[src/rtl/bggm_pkg.sv]
// bggm_pkg: shared widths, codes and types for the bounded Gaussian gene mutator.
// No dependencies; used by the channel interfaces and every RTL module.
`timescale 1ns / 1ps
`default_nettype none

package bggm_pkg;

	localparam int GENE_W     = 32;
	localparam int SAMPLE_W   = 16;
	localparam int PROD_W     = GENE_W + SAMPLE_W;
	localparam int FRAC_SHIFT = 12;
	localparam int SCALED_W   = PROD_W - FRAC_SHIFT;
	localparam int SUM_W      = SCALED_W + 1;
	localparam int COUNT_W    = 11;
	localparam int MAX_GENES  = 1024;
	localparam int HIT_CAP_I  = (MAX_GENES < 2047) ? MAX_GENES : 2047;
	localparam logic [COUNT_W-1:0] HIT_CAP = COUNT_W'(HIT_CAP_I);

	localparam int CFG_IDX_W  = 2;
	localparam int CFG_DATA_W = 32;
	localparam logic [CFG_IDX_W-1:0] REG_MUTATION_ENABLED = CFG_IDX_W'(0);
	localparam logic [CFG_IDX_W-1:0] REG_BOUNCE_MODE      = CFG_IDX_W'(1);

	// serial remainder unit: one quotient bit per cycle
	localparam int REM_W     = GENE_W;
	localparam int REM_CNT_W = $clog2(REM_W);

	typedef enum logic [2:0] {
		ST_IDLE,
		ST_MUL,
		ST_ADD,
		ST_CHECK,
		ST_DIV,
		ST_FIX,
		ST_OUT
	} state_t;

	typedef struct packed {
		logic             start;
		logic [REM_W-1:0] dividend;
		logic [REM_W-1:0] divisor;
	} rem_req_t;

	typedef struct packed {
		logic             done;
		logic [REM_W-1:0] rem;
	} rem_rsp_t;

endpackage

`default_nettype wire

[src/rtl/bggm_item_if.sv]
// bggm_item_if: input channel carrying one gene with its bounds and random draws.
// Depends on bggm_pkg for field widths.
`timescale 1ns / 1ps
`default_nettype none

interface bggm_item_if;
	logic                                 valid;
	logic                                 ready;
	logic signed [bggm_pkg::GENE_W-1:0]   gene_value;
	logic signed [bggm_pkg::GENE_W-1:0]   low_bound;
	logic signed [bggm_pkg::GENE_W-1:0]   high_bound;
	logic signed [bggm_pkg::GENE_W-1:0]   step_size;
	logic                                 wraps_around;
	logic                                 coin_hit;
	logic signed [bggm_pkg::SAMPLE_W-1:0] gaussian_sample;
	logic                                 last_gene;

	modport source (
		output valid, gene_value, low_bound, high_bound, step_size,
		output wraps_around, coin_hit, gaussian_sample, last_gene,
		input  ready
	);
	modport sink (
		input  valid, gene_value, low_bound, high_bound, step_size,
		input  wraps_around, coin_hit, gaussian_sample, last_gene,
		output ready
	);
endinterface

`default_nettype wire

[src/rtl/bggm_result_if.sv]
// bggm_result_if: output channel carrying one mutated gene and the genome hit count.
// Depends on bggm_pkg for field widths.
`timescale 1ns / 1ps
`default_nettype none

interface bggm_result_if;
	logic                                valid;
	logic                                ready;
	logic signed [bggm_pkg::GENE_W-1:0]  new_gene;
	logic                                gene_mutated;
	logic        [bggm_pkg::COUNT_W-1:0] mutated_total;
	logic                                last_out;

	modport source (
		output valid, new_gene, gene_mutated, mutated_total, last_out,
		input  ready
	);
	modport sink (
		input  valid, new_gene, gene_mutated, mutated_total, last_out,
		output ready
	);
endinterface

`default_nettype wire

[src/rtl/bggm_cfg_if.sv]
// bggm_cfg_if: register write channel (index and data).
// Depends on bggm_pkg for index and data widths.
`timescale 1ns / 1ps
`default_nettype none

interface bggm_cfg_if;
	logic                                   valid;
	logic                                   ready;
	logic [bggm_pkg::CFG_IDX_W-1:0]         index;
	logic [bggm_pkg::CFG_DATA_W-1:0]        data;

	modport source (output valid, index, data, input ready);
	modport sink   (input valid, index, data, output ready);
endinterface

`default_nettype wire

[src/rtl/bggm_rem.sv]
// bggm_rem: unsigned restoring remainder unit, one bit per cycle.
// Depends on bggm_pkg (rem_req_t, rem_rsp_t, REM_W).
`timescale 1ns / 1ps
`default_nettype none

module bggm_rem (
	input  wire logic               clk,
	input  wire logic               arst_n,
	input  wire bggm_pkg::rem_req_t req,
	output bggm_pkg::rem_rsp_t      rsp
);

	logic                               busy_q;
	logic                               done_q;
	logic [bggm_pkg::REM_CNT_W-1:0]     cnt_q;
	logic [bggm_pkg::REM_W-1:0]         rem_q;
	logic [bggm_pkg::REM_W-1:0]         quo_q;
	logic [bggm_pkg::REM_W-1:0]         div_q;
	logic [bggm_pkg::REM_W:0]           trial;
	logic [bggm_pkg::REM_W:0]           diff;

	assign trial = {rem_q, quo_q[bggm_pkg::REM_W-1]};
	assign diff  = trial - {1'b0, div_q};

	always_ff @(posedge clk or negedge arst_n) begin
		if (!arst_n) begin
			busy_q <= 1'b0;
			done_q <= 1'b0;
			cnt_q  <= '0;
		end else begin
			done_q <= 1'b0;
			if (req.start) begin
				busy_q <= 1'b1;
				cnt_q  <= bggm_pkg::REM_CNT_W'(bggm_pkg::REM_W - 1);
			end else if (busy_q) begin
				cnt_q <= cnt_q - 1'b1;
				if (cnt_q == '0) begin
					busy_q <= 1'b0;
					done_q <= 1'b1;
				end
			end
		end
	end

	// trial < 2*divisor, so a kept difference always fits the remainder width
	always_ff @(posedge clk) begin
		if (req.start) begin
			rem_q <= '0;
			quo_q <= req.dividend;
			div_q <= req.divisor;
		end else if (busy_q) begin
			quo_q <= {quo_q[bggm_pkg::REM_W-2:0], 1'b0};
			if (!diff[bggm_pkg::REM_W])
				rem_q <= diff[bggm_pkg::REM_W-1:0];
			else
				rem_q <= trial[bggm_pkg::REM_W-1:0];
		end
	end

	assign rsp.done = done_q;
	assign rsp.rem  = rem_q;

endmodule

`default_nettype wire

[src/rtl/bounded_gaussian_gene_mutator_unit.sv]
// bounded_gaussian_gene_mutator_unit: top level, sequencer and datapath of the mutator.
// Depends on bggm_pkg, bggm_item_if, bggm_result_if, bggm_cfg_if and bggm_rem.
//
// Usage: one gene per transfer on item; one result per gene on result, in order.
// cfg writes mutation_enabled (index 0) and bounce_mode (index 1); it is always
// ready and is meant to be written only while the unit is idle.
// item.ready is high only when the sequencer is idle, so genes are taken one at
// a time. A pass-through or empty-range gene goes from IDLE straight to OUT; a
// clamped gene passes through MUL, ADD, CHECK and OUT; a reflected or wrapped
// gene also passes through DIV, where it waits on the 32-step serial remainder
// unit, and FIX before OUT.
// The result sits in an output register: while the receiver stalls, the next
// gene is still taken and worked on, and the sequencer waits only when a second
// result is ready before the first has been taken.
// Reset clears both registers, the genome hit count and all valid flags.
`timescale 1ns / 1ps
`default_nettype none

module bounded_gaussian_gene_mutator_unit (
	input  wire logic      clk,
	input  wire logic      arst_n,
	bggm_item_if.sink      item,
	bggm_result_if.source  result,
	bggm_cfg_if.sink       cfg
);

	localparam int GW = bggm_pkg::GENE_W;

	bggm_pkg::state_t state_q, state_d;

	logic                            en_q;
	logic                            bounce_q;
	logic [bggm_pkg::COUNT_W-1:0]    hit_count_q;

	// working registers for the gene in flight
	logic signed [GW-1:0]                  gene_q;
	logic signed [GW-1:0]                  lo_q;
	logic signed [GW-1:0]                  hi_q;
	logic signed [GW-1:0]                  step_q;
	logic signed [bggm_pkg::SAMPLE_W-1:0]  sample_q;
	logic                                  wraps_q;
	logic signed [bggm_pkg::PROD_W-1:0]    prod_q;
	logic signed [GW-1:0]                  v_q;
	logic signed [GW-1:0]                  res_q;
	logic                                  mutated_q;
	logic [bggm_pkg::COUNT_W-1:0]          total_q;
	logic                                  last_q;
	logic                                  hi_minus_q;
	logic [GW-1:0]                         dvd_q;
	logic [GW-1:0]                         dvs_q;
	logic                                  div_go_q;

	// output register
	logic                                  out_valid_q;
	logic signed [GW-1:0]                  out_gene_q;
	logic                                  out_mut_q;
	logic [bggm_pkg::COUNT_W-1:0]          out_total_q;
	logic                                  out_last_q;

	bggm_pkg::rem_req_t rem_req;
	bggm_pkg::rem_rsp_t rem_rsp;

	logic                            item_xfer;
	logic                            empty_rng;
	logic                            counted;
	logic                            do_mut;
	logic [bggm_pkg::COUNT_W-1:0]    cnt_next;
	logic                            out_load;
	logic signed [bggm_pkg::PROD_W-1:0]   rounded;
	logic signed [bggm_pkg::SCALED_W-1:0] scaled;
	logic signed [bggm_pkg::SUM_W-1:0]    sum;
	logic signed [GW-1:0]                 sat;
	logic                                 below;
	logic                                 above;
	logic [GW:0]                          excess;
	logic [GW:0]                          span;

	assign item_xfer = item.valid && item.ready;
	assign item.ready = (state_q == bggm_pkg::ST_IDLE);
	assign cfg.ready  = 1'b1;

	assign empty_rng = (item.low_bound >= item.high_bound);
	assign counted   = en_q && !empty_rng && item.coin_hit;
	assign do_mut    = counted && (item.step_size > 0);
	assign cnt_next  = (counted && (hit_count_q < bggm_pkg::HIT_CAP))
		? hit_count_q + 1'b1 : hit_count_q;

	// round half up, then floor shift back to Q16.16
	assign rounded = prod_q + bggm_pkg::PROD_W'(2048);
	assign scaled  = rounded[bggm_pkg::PROD_W-1:bggm_pkg::FRAC_SHIFT];
	assign sum     = bggm_pkg::SUM_W'(gene_q) + bggm_pkg::SUM_W'(scaled);

	always_comb begin
		if (sum[bggm_pkg::SUM_W-1:GW-1] == '0 || sum[bggm_pkg::SUM_W-1:GW-1] == '1)
			sat = sum[GW-1:0];
		else if (sum[bggm_pkg::SUM_W-1])
			sat = {1'b1, {(GW-1){1'b0}}};
		else
			sat = {1'b0, {(GW-1){1'b1}}};
	end

	assign below = (v_q < lo_q);
	assign above = (v_q > hi_q);
	// both fit GW bits unsigned; the top bit is dropped
	assign excess = below ? ({lo_q[GW-1], lo_q} - {v_q[GW-1], v_q})
		: ({v_q[GW-1], v_q} - {hi_q[GW-1], hi_q});
	assign span  = {hi_q[GW-1], hi_q} - {lo_q[GW-1], lo_q};

	assign rem_req.start    = div_go_q;
	assign rem_req.dividend = dvd_q;
	assign rem_req.divisor  = dvs_q;

	bggm_rem u_rem (
		.clk    (clk),
		.arst_n (arst_n),
		.req    (rem_req),
		.rsp    (rem_rsp)
	);

	always_ff @(posedge clk or negedge arst_n) begin
		if (!arst_n)
			state_q <= bggm_pkg::ST_IDLE;
		else
			state_q <= state_d;
	end

	always_comb begin
		state_d       = state_q;
		out_load      = 1'b0;
		unique case (state_q)
			bggm_pkg::ST_IDLE: begin
				if (item_xfer)
					state_d = do_mut ? bggm_pkg::ST_MUL : bggm_pkg::ST_OUT;
			end
			bggm_pkg::ST_MUL:   state_d = bggm_pkg::ST_ADD;
			bggm_pkg::ST_ADD:   state_d = bggm_pkg::ST_CHECK;
			bggm_pkg::ST_CHECK: begin
				if ((below || above) && (wraps_q || bounce_q))
					state_d = bggm_pkg::ST_DIV;
				else
					state_d = bggm_pkg::ST_OUT;
			end
			bggm_pkg::ST_DIV: begin
				if (rem_rsp.done)
					state_d = bggm_pkg::ST_FIX;
			end
			bggm_pkg::ST_FIX:   state_d = bggm_pkg::ST_OUT;
			bggm_pkg::ST_OUT: begin
				if (!out_valid_q || result.ready) begin
					out_load = 1'b1;
					state_d  = bggm_pkg::ST_IDLE;
				end
			end
			default:            state_d = bggm_pkg::ST_IDLE;
		endcase
	end

	// remainder unit is started on entry to DIV from a registered flag
	always_ff @(posedge clk or negedge arst_n) begin
		if (!arst_n)
			div_go_q <= 1'b0;
		else
			div_go_q <= (state_q == bggm_pkg::ST_CHECK) && (state_d == bggm_pkg::ST_DIV);
	end

	always_ff @(posedge clk or negedge arst_n) begin
		if (!arst_n) begin
			en_q        <= 1'b0;
			bounce_q    <= 1'b0;
			hit_count_q <= '0;
			out_valid_q <= 1'b0;
		end else begin
			if (cfg.valid && cfg.ready) begin
				unique case (cfg.index)
					bggm_pkg::REG_MUTATION_ENABLED: en_q     <= cfg.data[0];
					bggm_pkg::REG_BOUNCE_MODE:      bounce_q <= cfg.data[0];
					default: ;
				endcase
			end
			if (item_xfer)
				hit_count_q <= item.last_gene ? '0 : cnt_next;
			if (out_load)
				out_valid_q <= 1'b1;
			else if (result.ready)
				out_valid_q <= 1'b0;
		end
	end

	always_ff @(posedge clk) begin
		if (item_xfer) begin
			gene_q    <= item.gene_value;
			lo_q      <= item.low_bound;
			hi_q      <= item.high_bound;
			step_q    <= item.step_size;
			sample_q  <= item.gaussian_sample;
			wraps_q   <= item.wraps_around;
			res_q     <= (en_q && empty_rng) ? item.low_bound : item.gene_value;
			mutated_q <= counted;
			total_q   <= item.last_gene ? cnt_next : '0;
			last_q    <= item.last_gene;
		end
		if (state_q == bggm_pkg::ST_MUL)
			prod_q <= bggm_pkg::PROD_W'(sample_q) * bggm_pkg::PROD_W'(step_q);
		if (state_q == bggm_pkg::ST_ADD)
			v_q <= sat;
		if (state_q == bggm_pkg::ST_CHECK) begin
			hi_minus_q <= (below == wraps_q);
			dvd_q      <= excess[GW-1:0];
			dvs_q      <= span[GW-1:0];
			if (below)
				res_q <= lo_q;
			else if (above)
				res_q <= hi_q;
			else
				res_q <= v_q;
		end
		if (state_q == bggm_pkg::ST_FIX)
			res_q <= hi_minus_q ? hi_q - $signed(rem_rsp.rem) : lo_q + $signed(rem_rsp.rem);
		if (out_load) begin
			out_gene_q  <= res_q;
			out_mut_q   <= mutated_q;
			out_total_q <= total_q;
			out_last_q  <= last_q;
		end
	end

	assign result.valid         = out_valid_q;
	assign result.new_gene      = out_gene_q;
	assign result.gene_mutated  = out_mut_q;
	assign result.mutated_total = out_total_q;
	assign result.last_out      = out_last_q;

`ifndef SYNTHESIS
	a_total_only_last: assert property (@(posedge clk) disable iff (!arst_n)
		result.valid && !result.last_out |-> result.mutated_total == '0)
		else $error("mutated_total set on a gene that is not last");

	a_count_capped: assert property (@(posedge clk) disable iff (!arst_n)
		hit_count_q <= bggm_pkg::HIT_CAP)
		else $error("hit count beyond cap");

	a_busy_after_take: assert property (@(posedge clk) disable iff (!arst_n)
		item_xfer |=> !item.ready)
		else $error("item taken while previous gene still in work");

	a_rem_to_fix: assert property (@(posedge clk) disable iff (!arst_n)
		state_q == bggm_pkg::ST_DIV && rem_rsp.done |=> state_q == bggm_pkg::ST_FIX)
		else $error("remainder result not consumed");
`endif

endmodule

`default_nettype wire
[src/flat_wrapper.sv]
// flat-port wrapper written by rule: the top's interface ports become plain ports
module bounded_gaussian_gene_mutator_unit_flat 
  (clk, arst_n, item_valid, item_gene_value, item_low_bound, item_high_bound, item_step_size, item_wraps_around, item_coin_hit, item_gaussian_sample, item_last_gene, item_ready, result_valid, result_new_gene, result_gene_mutated, result_mutated_total, result_last_out, result_ready, cfg_valid, cfg_index, cfg_data, cfg_ready);
  bggm_item_if item_i ();
  bggm_result_if result_i ();
  bggm_cfg_if cfg_i ();
  input  wire logic clk;
  input  wire logic arst_n;
  input wire logic [$bits(item_i.valid)-1:0] item_valid;
  input wire logic [$bits(item_i.gene_value)-1:0] item_gene_value;
  input wire logic [$bits(item_i.low_bound)-1:0] item_low_bound;
  input wire logic [$bits(item_i.high_bound)-1:0] item_high_bound;
  input wire logic [$bits(item_i.step_size)-1:0] item_step_size;
  input wire logic [$bits(item_i.wraps_around)-1:0] item_wraps_around;
  input wire logic [$bits(item_i.coin_hit)-1:0] item_coin_hit;
  input wire logic [$bits(item_i.gaussian_sample)-1:0] item_gaussian_sample;
  input wire logic [$bits(item_i.last_gene)-1:0] item_last_gene;
  output wire logic [$bits(item_i.ready)-1:0] item_ready;
  output wire logic [$bits(result_i.valid)-1:0] result_valid;
  output wire logic [$bits(result_i.new_gene)-1:0] result_new_gene;
  output wire logic [$bits(result_i.gene_mutated)-1:0] result_gene_mutated;
  output wire logic [$bits(result_i.mutated_total)-1:0] result_mutated_total;
  output wire logic [$bits(result_i.last_out)-1:0] result_last_out;
  input wire logic [$bits(result_i.ready)-1:0] result_ready;
  input wire logic [$bits(cfg_i.valid)-1:0] cfg_valid;
  input wire logic [$bits(cfg_i.index)-1:0] cfg_index;
  input wire logic [$bits(cfg_i.data)-1:0] cfg_data;
  output wire logic [$bits(cfg_i.ready)-1:0] cfg_ready;
  assign item_i.valid = item_valid;
  assign item_i.gene_value = item_gene_value;
  assign item_i.low_bound = item_low_bound;
  assign item_i.high_bound = item_high_bound;
  assign item_i.step_size = item_step_size;
  assign item_i.wraps_around = item_wraps_around;
  assign item_i.coin_hit = item_coin_hit;
  assign item_i.gaussian_sample = item_gaussian_sample;
  assign item_i.last_gene = item_last_gene;
  assign item_ready = item_i.ready;
  assign result_valid = result_i.valid;
  assign result_new_gene = result_i.new_gene;
  assign result_gene_mutated = result_i.gene_mutated;
  assign result_mutated_total = result_i.mutated_total;
  assign result_last_out = result_i.last_out;
  assign result_i.ready = result_ready;
  assign cfg_i.valid = cfg_valid;
  assign cfg_i.index = cfg_index;
  assign cfg_i.data = cfg_data;
  assign cfg_ready = cfg_i.ready;
  bounded_gaussian_gene_mutator_unit u_core (.clk(clk), .arst_n(arst_n), .item(item_i), .result(result_i), .cfg(cfg_i));
endmodule
[config.mk]
export PLATFORM = sky130hd
export DESIGN_NAME = bounded_gaussian_gene_mutator_unit_flat
export DESIGN_NICKNAME = d
export VERILOG_FILES = /design/src/rtl/bggm_pkg.sv /design/src/rtl/bggm_item_if.sv /design/src/rtl/bggm_result_if.sv /design/src/rtl/bggm_cfg_if.sv /design/src/rtl/bggm_rem.sv /design/src/rtl/bounded_gaussian_gene_mutator_unit.sv /design/src/flat_wrapper.sv
export SDC_FILE = /design/constraint.sdc
export NUM_CORES = 2
export LEC_CHECK = 0
export CAP_MARGIN = 20
export CORE_MARGIN = 2
export CORE_UTILIZATION = 60
export CTS_CLUSTER_SIZE = 30
export DETAILED_ROUTE_END_ITERATION = 16
export DONT_BUFFER_PORTS = 1
export MAX_ROUTING_LAYER = met4
export PLACE_DENSITY = 0.75
export SYNTH_ARGS = -nofsm -noshare
export SYNTH_HDL_FRONTEND = slang
export SYNTH_SLANG_ARGS = --single-unit
[constraint.sdc]
create_clock -name clk -period 9.05 [get_ports clk]
set_clock_uncertainty 0.15 [all_clocks]
set_input_delay 1.81 -clock clk [delete_from_list [all_inputs] [get_ports clk]]
set_output_delay 1.81 -clock clk [all_outputs]
set_load 0.05 [all_outputs]
## After elaboration in Yosys (flattened, before gate mapping)

Cells that the tools add are included.

| word-level totals | value |
|---|---|
| register bits after elaboration | 501 |
| bits in latches | 0 |
| bits in writable memories | 0 |
| ROM bits | 0 |
| bits of input ports | 186 |
| output and inout bits | 48 |
| logic and storage cells | 113 |
| memories | 0 |

| operators by class | value |
|---|---|
| add/subtract/negate cells | 10 |
| multipliers | 1 |
| divide/modulo/power cells | 0 |
| magnitude comparators | 5 |
| equality and inequality tests | 10 |
| shift operators | 0 |
| muxes and demuxes | 33 |
| bitwise logic cells | 0 |
| reduce and logical (&&, ||, !) cells | 23 |

Operator list:

| kind | number |
|---|---|
| $mux 32 | 13 |
| $sub 32x32->32 | 4 |
| $add 48x13->48 const B | 1 |
| $mul 16x32->48 | 1 |
| $add 32x36->37 | 1 |
| $sub 33x32->33 | 1 |
| $add 32x32->32 | 1 |
| $ge 32x32->1 | 1 |
| $gt 32x1->1 const B | 1 |
| $gt 32x32->1 | 1 |
| $lt 32x32->1 | 1 |
| $mux 11 | 2 |
| $pmux 3 s7 | 1 |
| $eq 3x3->1 const B | 4 |
| $mux 3 | 4 |
| $add 11x1->11 const B | 1 |
| $lt 11x11->1 const B | 1 |
| $mux 1 | 10 |
| $mux 5 | 2 |
| $logic_and 1x1->1 | 8 |
| $eq 3x2->1 const B | 2 |
| $eq 6x6->1 const B | 1 |
| $logic_not 6->1 | 1 |
| $logic_not 5->1 | 1 |
| other kinds (12) | 18 |

## Logic depth before layout (Yosys ltp)

| depth | value |
|---|---|
| depth after elaboration | 10 |
| depth in mapped cells | 25 |
| depth with buffers taken out | 24 |

## Hierarchy

A second synthesis with hierarchy kept.

| unflattened totals | value |
|---|---|
| cells, all modules | 5,059 |
| area, all modules | 49,160.9 um2 |

Modules (own cells, without submodules):

| module | instances | cells an instance | area an instance (um2) | sequential area each (um2) |
|---|---|---|---|---|
| bounded_gaussian_gene_mutator_unit | 1 | 4,441 | 42,983.7 | 11,531.1 |
| bggm_rem | 1 | 618 | 6,177.2 | 2,737.6 |

## Worst setup path before layout

Ideal clock, no wire load.

| path | value |
|---|---|
| kind | reg2reg |
| from | register u_core.sample_q[15] in the netlist's numbering |
| to | register u_core.prod_q[44] in the netlist's numbering, data pin |
| library setup time | 0.273 ns |
| arrival time | 6.490 ns |
| required time | 8.627 ns |
| path slack | 2.137 ns |
| stages on the path, launching flop included | 25 |
| buffers on the path | 2 |
| period minus slack after synthesis | 6.913 ns |
| cell sequence | edfxtp_1 -> inv_1 -> clkbuf_1 -> clkbuf_1 -> nor2_1 -> fa_1 -> fa_1 -> fa_1 -> fa_1 -> fa_1 -> inv_1 -> fa_1 -> inv_1 -> ha_1 -> a21o_1 -> a21o_1 -> a21oi_1 -> o211ai_1 -> a32oi_1 -> a21boi_2 -> a311oi_4 -> o21ai_2 -> a221oi_4 -> mux2i_1 -> o2111ai_1 |

| on the way | value |
|---|---|
| cells in the longest elaborated chain, start to end | 1 |

RTL lines:

| item | line | source |
|---|---|---|
| start, declared | bounded_gaussian_gene_mutator_unit.sv:40 | `logic signed [bggm_pkg::SAMPLE_W-1:0] sample_q;` |
| start signal, assigned | bounded_gaussian_gene_mutator_unit.sv:195 | `sample_q <= item.gaussian_sample;` |
| $mul 16x32->48 | bounded_gaussian_gene_mutator_unit.sv:203 | `prod_q <= bggm_pkg::PROD_W'(sample_q) * bggm_pkg::PROD_W'(step_q);` |
| end signal, assigned | bounded_gaussian_gene_mutator_unit.sv:203 |  |
| end, declared | bounded_gaussian_gene_mutator_unit.sv:42 | `logic signed [bggm_pkg::PROD_W-1:0] prod_q;` |

No other way between the ends.
A chain may end at the register's enable or synchronous reset.

## Worst setup path in the final report

| path | value |
|---|---|
| from | register u_core.sample_q[2] in the netlist's numbering |
| to | register u_core.prod_q[47] in the netlist's numbering, data pin |

Same word-level chain as after synthesis.

==> impl_results.md <==
* Number of H-tree levels at 2
* Maximum root-to-sink buffer count at 3
* Most common library cells after synthesis: 804 x inv_1, 492 x fa_1, 441 x nand2_1, 433 x edfxtp_1, 372 x ha_1
* Finish-stage setup viols at 0
* Status: finished clean
* RR Startpoint: u_core.sample_q[2]$_DFFE_PP_
* Worst setup EP type: flop
* Hold Vio Cnt, Final at 0
* Max-slew violation total from the final report at 0
* Crit-path slowest cell: edfxtp_1
* Fin area at 0.0515 mm2
* Avg Inst Size Synth at 9.88 um2
* Post-synth EDFFs at 433
* DP Area at 0.0494 mm2
* Routed WL at 124000 um
* Grt ovf at 0
* Crit-path max FO at 21
* Initial antenna violation count at 9
* WS Path Type: reg -> reg
* Clock buffer count from CTS at 56
* Top cell type's share of synthesized area at 26.9%
* Worst path cell trace: buf_4, nand2_1, fa_1, fa_1, fa_1, inv_1, fa_1, fa_1, inv_1, fa_1, inv_1, ha_1, nand4_1, nor3_2, nor3b_1, a311oi_2, a21boi_2, a311oi_4, o21ai_2, a21oi_1, o41ai_1, xnor2_1
* Hold path cells at 0
* Buffer and inverter count on the worst path at 4
* Post-route setup TNS at 0 ns
* Min cycle time layout at 8.08 ns
* CTS resizes at 0
* Postcts setup bufs at 0
* Layout fillers at 6519
* Worst EP arrival at 8.31 ns
* Fmax at 124 MHz
* Clock-pin transition on the worst setup and hold timing paths at 0.07 ns
* MaxCap Viol Count at 0
* Die ar. at 0.0830 mm2
* Die H at 288 um
* Synthesized Nets at 5952
* Top FF cell, synth: edfxtp_1
* Async set-reset flop share out of synthesis at 5.10%
* Multi-input gate area at 0.0305 mm2
* Post-route clock period utilization at 89.3%
* Cell accounting for the most synthesized area: edfxtp_1
* Fin Hold WS at 0.263 ns
* Synth top area cells: edfxtp_1 27%, fa_1 20%, ha_1 9.6%
* HP Start: u_core.dvs_q[19]$_DFFE_PP_
* Reg-to-reg critical path endpoint: u_core.prod_q[47]$_DFFE_PP_
* Root Driver: clkbuf_16
* Clock sinks at 490
* Hpwl dp at 96700 um
* Register area share after synthesis at 29.5%
* Post-route ant nets at 0
* Worst-Skew Late Latency at 0.65 ns
* Final net count at 5899
* Max-slew headroom at 22.7%
* Detailed-router iteration count before antenna repair at 6
* Initial core utilization at 60.4%
* I/O pins at 234
* Worst Hold Class: reg -> reg
* Startpoint Class: flop
* FP Rows at 104
* Global-route wire length before repair at 194000 um
* DRC violations left at 0
* Placer Congestion at 0.937
* CP most frequent cell: fa_1
* Critical Path RT at 9.29 ns
* Crit-path leading delay family: adder cells
* Post-synthesis cell count at 4902
* Largest stage delay, worst path at 1.05 ns
* Reg2reg path depth at 22
* Unique masters post-synth at 96
* Worst Hold End: u_core.u_rem.div_q[19]$_DFFE_PP_
* Area grow syn2layout at 6.38%
* Hold-fix buffers, CTS at 0
* Yosys reg bits at 490
* Mapped Area at 0.0484 mm2
* Vias per cell at 5.89
* Layout cells sized above 1 at 4.58%
* Die W at 288 um
* IO Port Bufs at 0
* Iter 0 DRT Violations at 2556
* Largest net degree at the start of global routing at 77
* Sequential cell area at 0.0143 mm2
* Unrepaired setup endpoints after global routing: false
* Reg2reg setup slack at 0.97 ns
* Via count at 35200
* Fin util at 64.2%
* Gr usage total at 31.2%
* CTS tree: yes
* Most common cell in the netlist: inv_1
* Ys Warns at 0
* Crit. path cell count at 22
* Vias in the first global route at 35400
* Wire length per cell at 20.7 um
* Slew @ Worst Pin at 1.16 ns
* Std-Cell Core Area at 0.0802 mm2
-- worst max-delay path by stage --
| stage | to | start | slack, ns |
|---|---|---|---|
| floorplan | u_core.prod_q[44]$_DFFE_PP_ | u_core.sample_q[15]$_DFFE_PP_ | 2.14 |
| global placement | u_core.prod_q[47]$_DFFE_PP_ | u_core.sample_q[2]$_DFFE_PP_ | 1.15 |
| detailed placement | u_core.prod_q[47]$_DFFE_PP_ | u_core.sample_q[2]$_DFFE_PP_ | 1.05 |
| CTS | u_core.prod_q[47]$_DFFE_PP_ | u_core.sample_q[2]$_DFFE_PP_ | 1.05 |
| global route | u_core.prod_q[47]$_DFFE_PP_ | u_core.sample_q[2]$_DFFE_PP_ | 0.64 |
| finish | u_core.prod_q[47]$_DFFE_PP_ | u_core.sample_q[2]$_DFFE_PP_ | 0.97 |
-- cell usage in the layout (no fill, tap or decap), types with 92 or more instances in the layout --
master,instances
inv_1,803
fa_1,492
nand2_1,439
edfxtp_1,433
ha_1,372
a21oi_1,255
nor2_1,227
and2_1,219
o21ai_0,178
xnor2_1,172
a21o_1,127
xor2_1,92
mux2i_1,92
-- metrics by stage --
| stage | worst slack, ns | std cells |
|---|---|---|
| after floorplan | 2.14 | 4902 |
| after CTS | 1.05 | 5954 |
| after detailed placement | 1.05 | 5849 |
| after global routing | 0.640 | 5972 |
| after global placement | 1.15 | 5849 |
| final | 0.972 | 5976 |
-- state kept, by name, summed over array words and instances (netlist names), 32 cells and up --
signal                  flops
u_core.u_rem.div_q         32
u_core.lo_q                32
u_core.result.new_gene     32
u_core.u_rem.rem_q         32
u_core.dvs_q               32
u_core.u_rem.quo_q         32
u_core.res_q               32
u_core.hi_q                32
u_core.gene_q              32
u_core.step_q              32
u_core.dvd_q               32
u_core.v_q                 32
u_core.prod_q              37
-- area by class of cell --
cell class	instances	share of cell area, %
diodes	20	0.0972
clock buffers	61	2.78
clock inverters	44	1.06
inverters	805	5.88
multi-input cells	3460	59.3
flip-flops and latches	490	27.7
well taps	1060	2.58
repair buffers	36	0.578
-- cells by family (layout without fill, tap and decap cells) --
family	count (synthesis)	count (layout)	share of synthesized area [%]
AO/OA/AOI/OAI	926	926	12.6
buffers and inverters	952	946	7.49
multiplexers	128	128	2.74
flip-flops	490	490	29.5
other	1	21	0.00775
AND/OR/NAND/NOR	1277	1277	12.9
adder cells (fa/ha/maj)	864	864	30.0
XOR/XNOR	264	264	4.78
-- layer usage --
| layer | up-vias | global-route usage (%) | part of all wire [%] |
|---|---|---|---|
| li1 | 16400 | - | - |
| met1 | 17200 | 40.3 | 41 |
| met2 | 1332 | 49.6 | 47 |
| met3 | 266 | 4.72 | 8.1 |
| met4 | 0 | 12.7 | 4.5 |
| met5 | - | - | 0 |
Power is not shown: default switching activity piles up to over one toggle a cycle in this logic, so the estimate is an artifact.
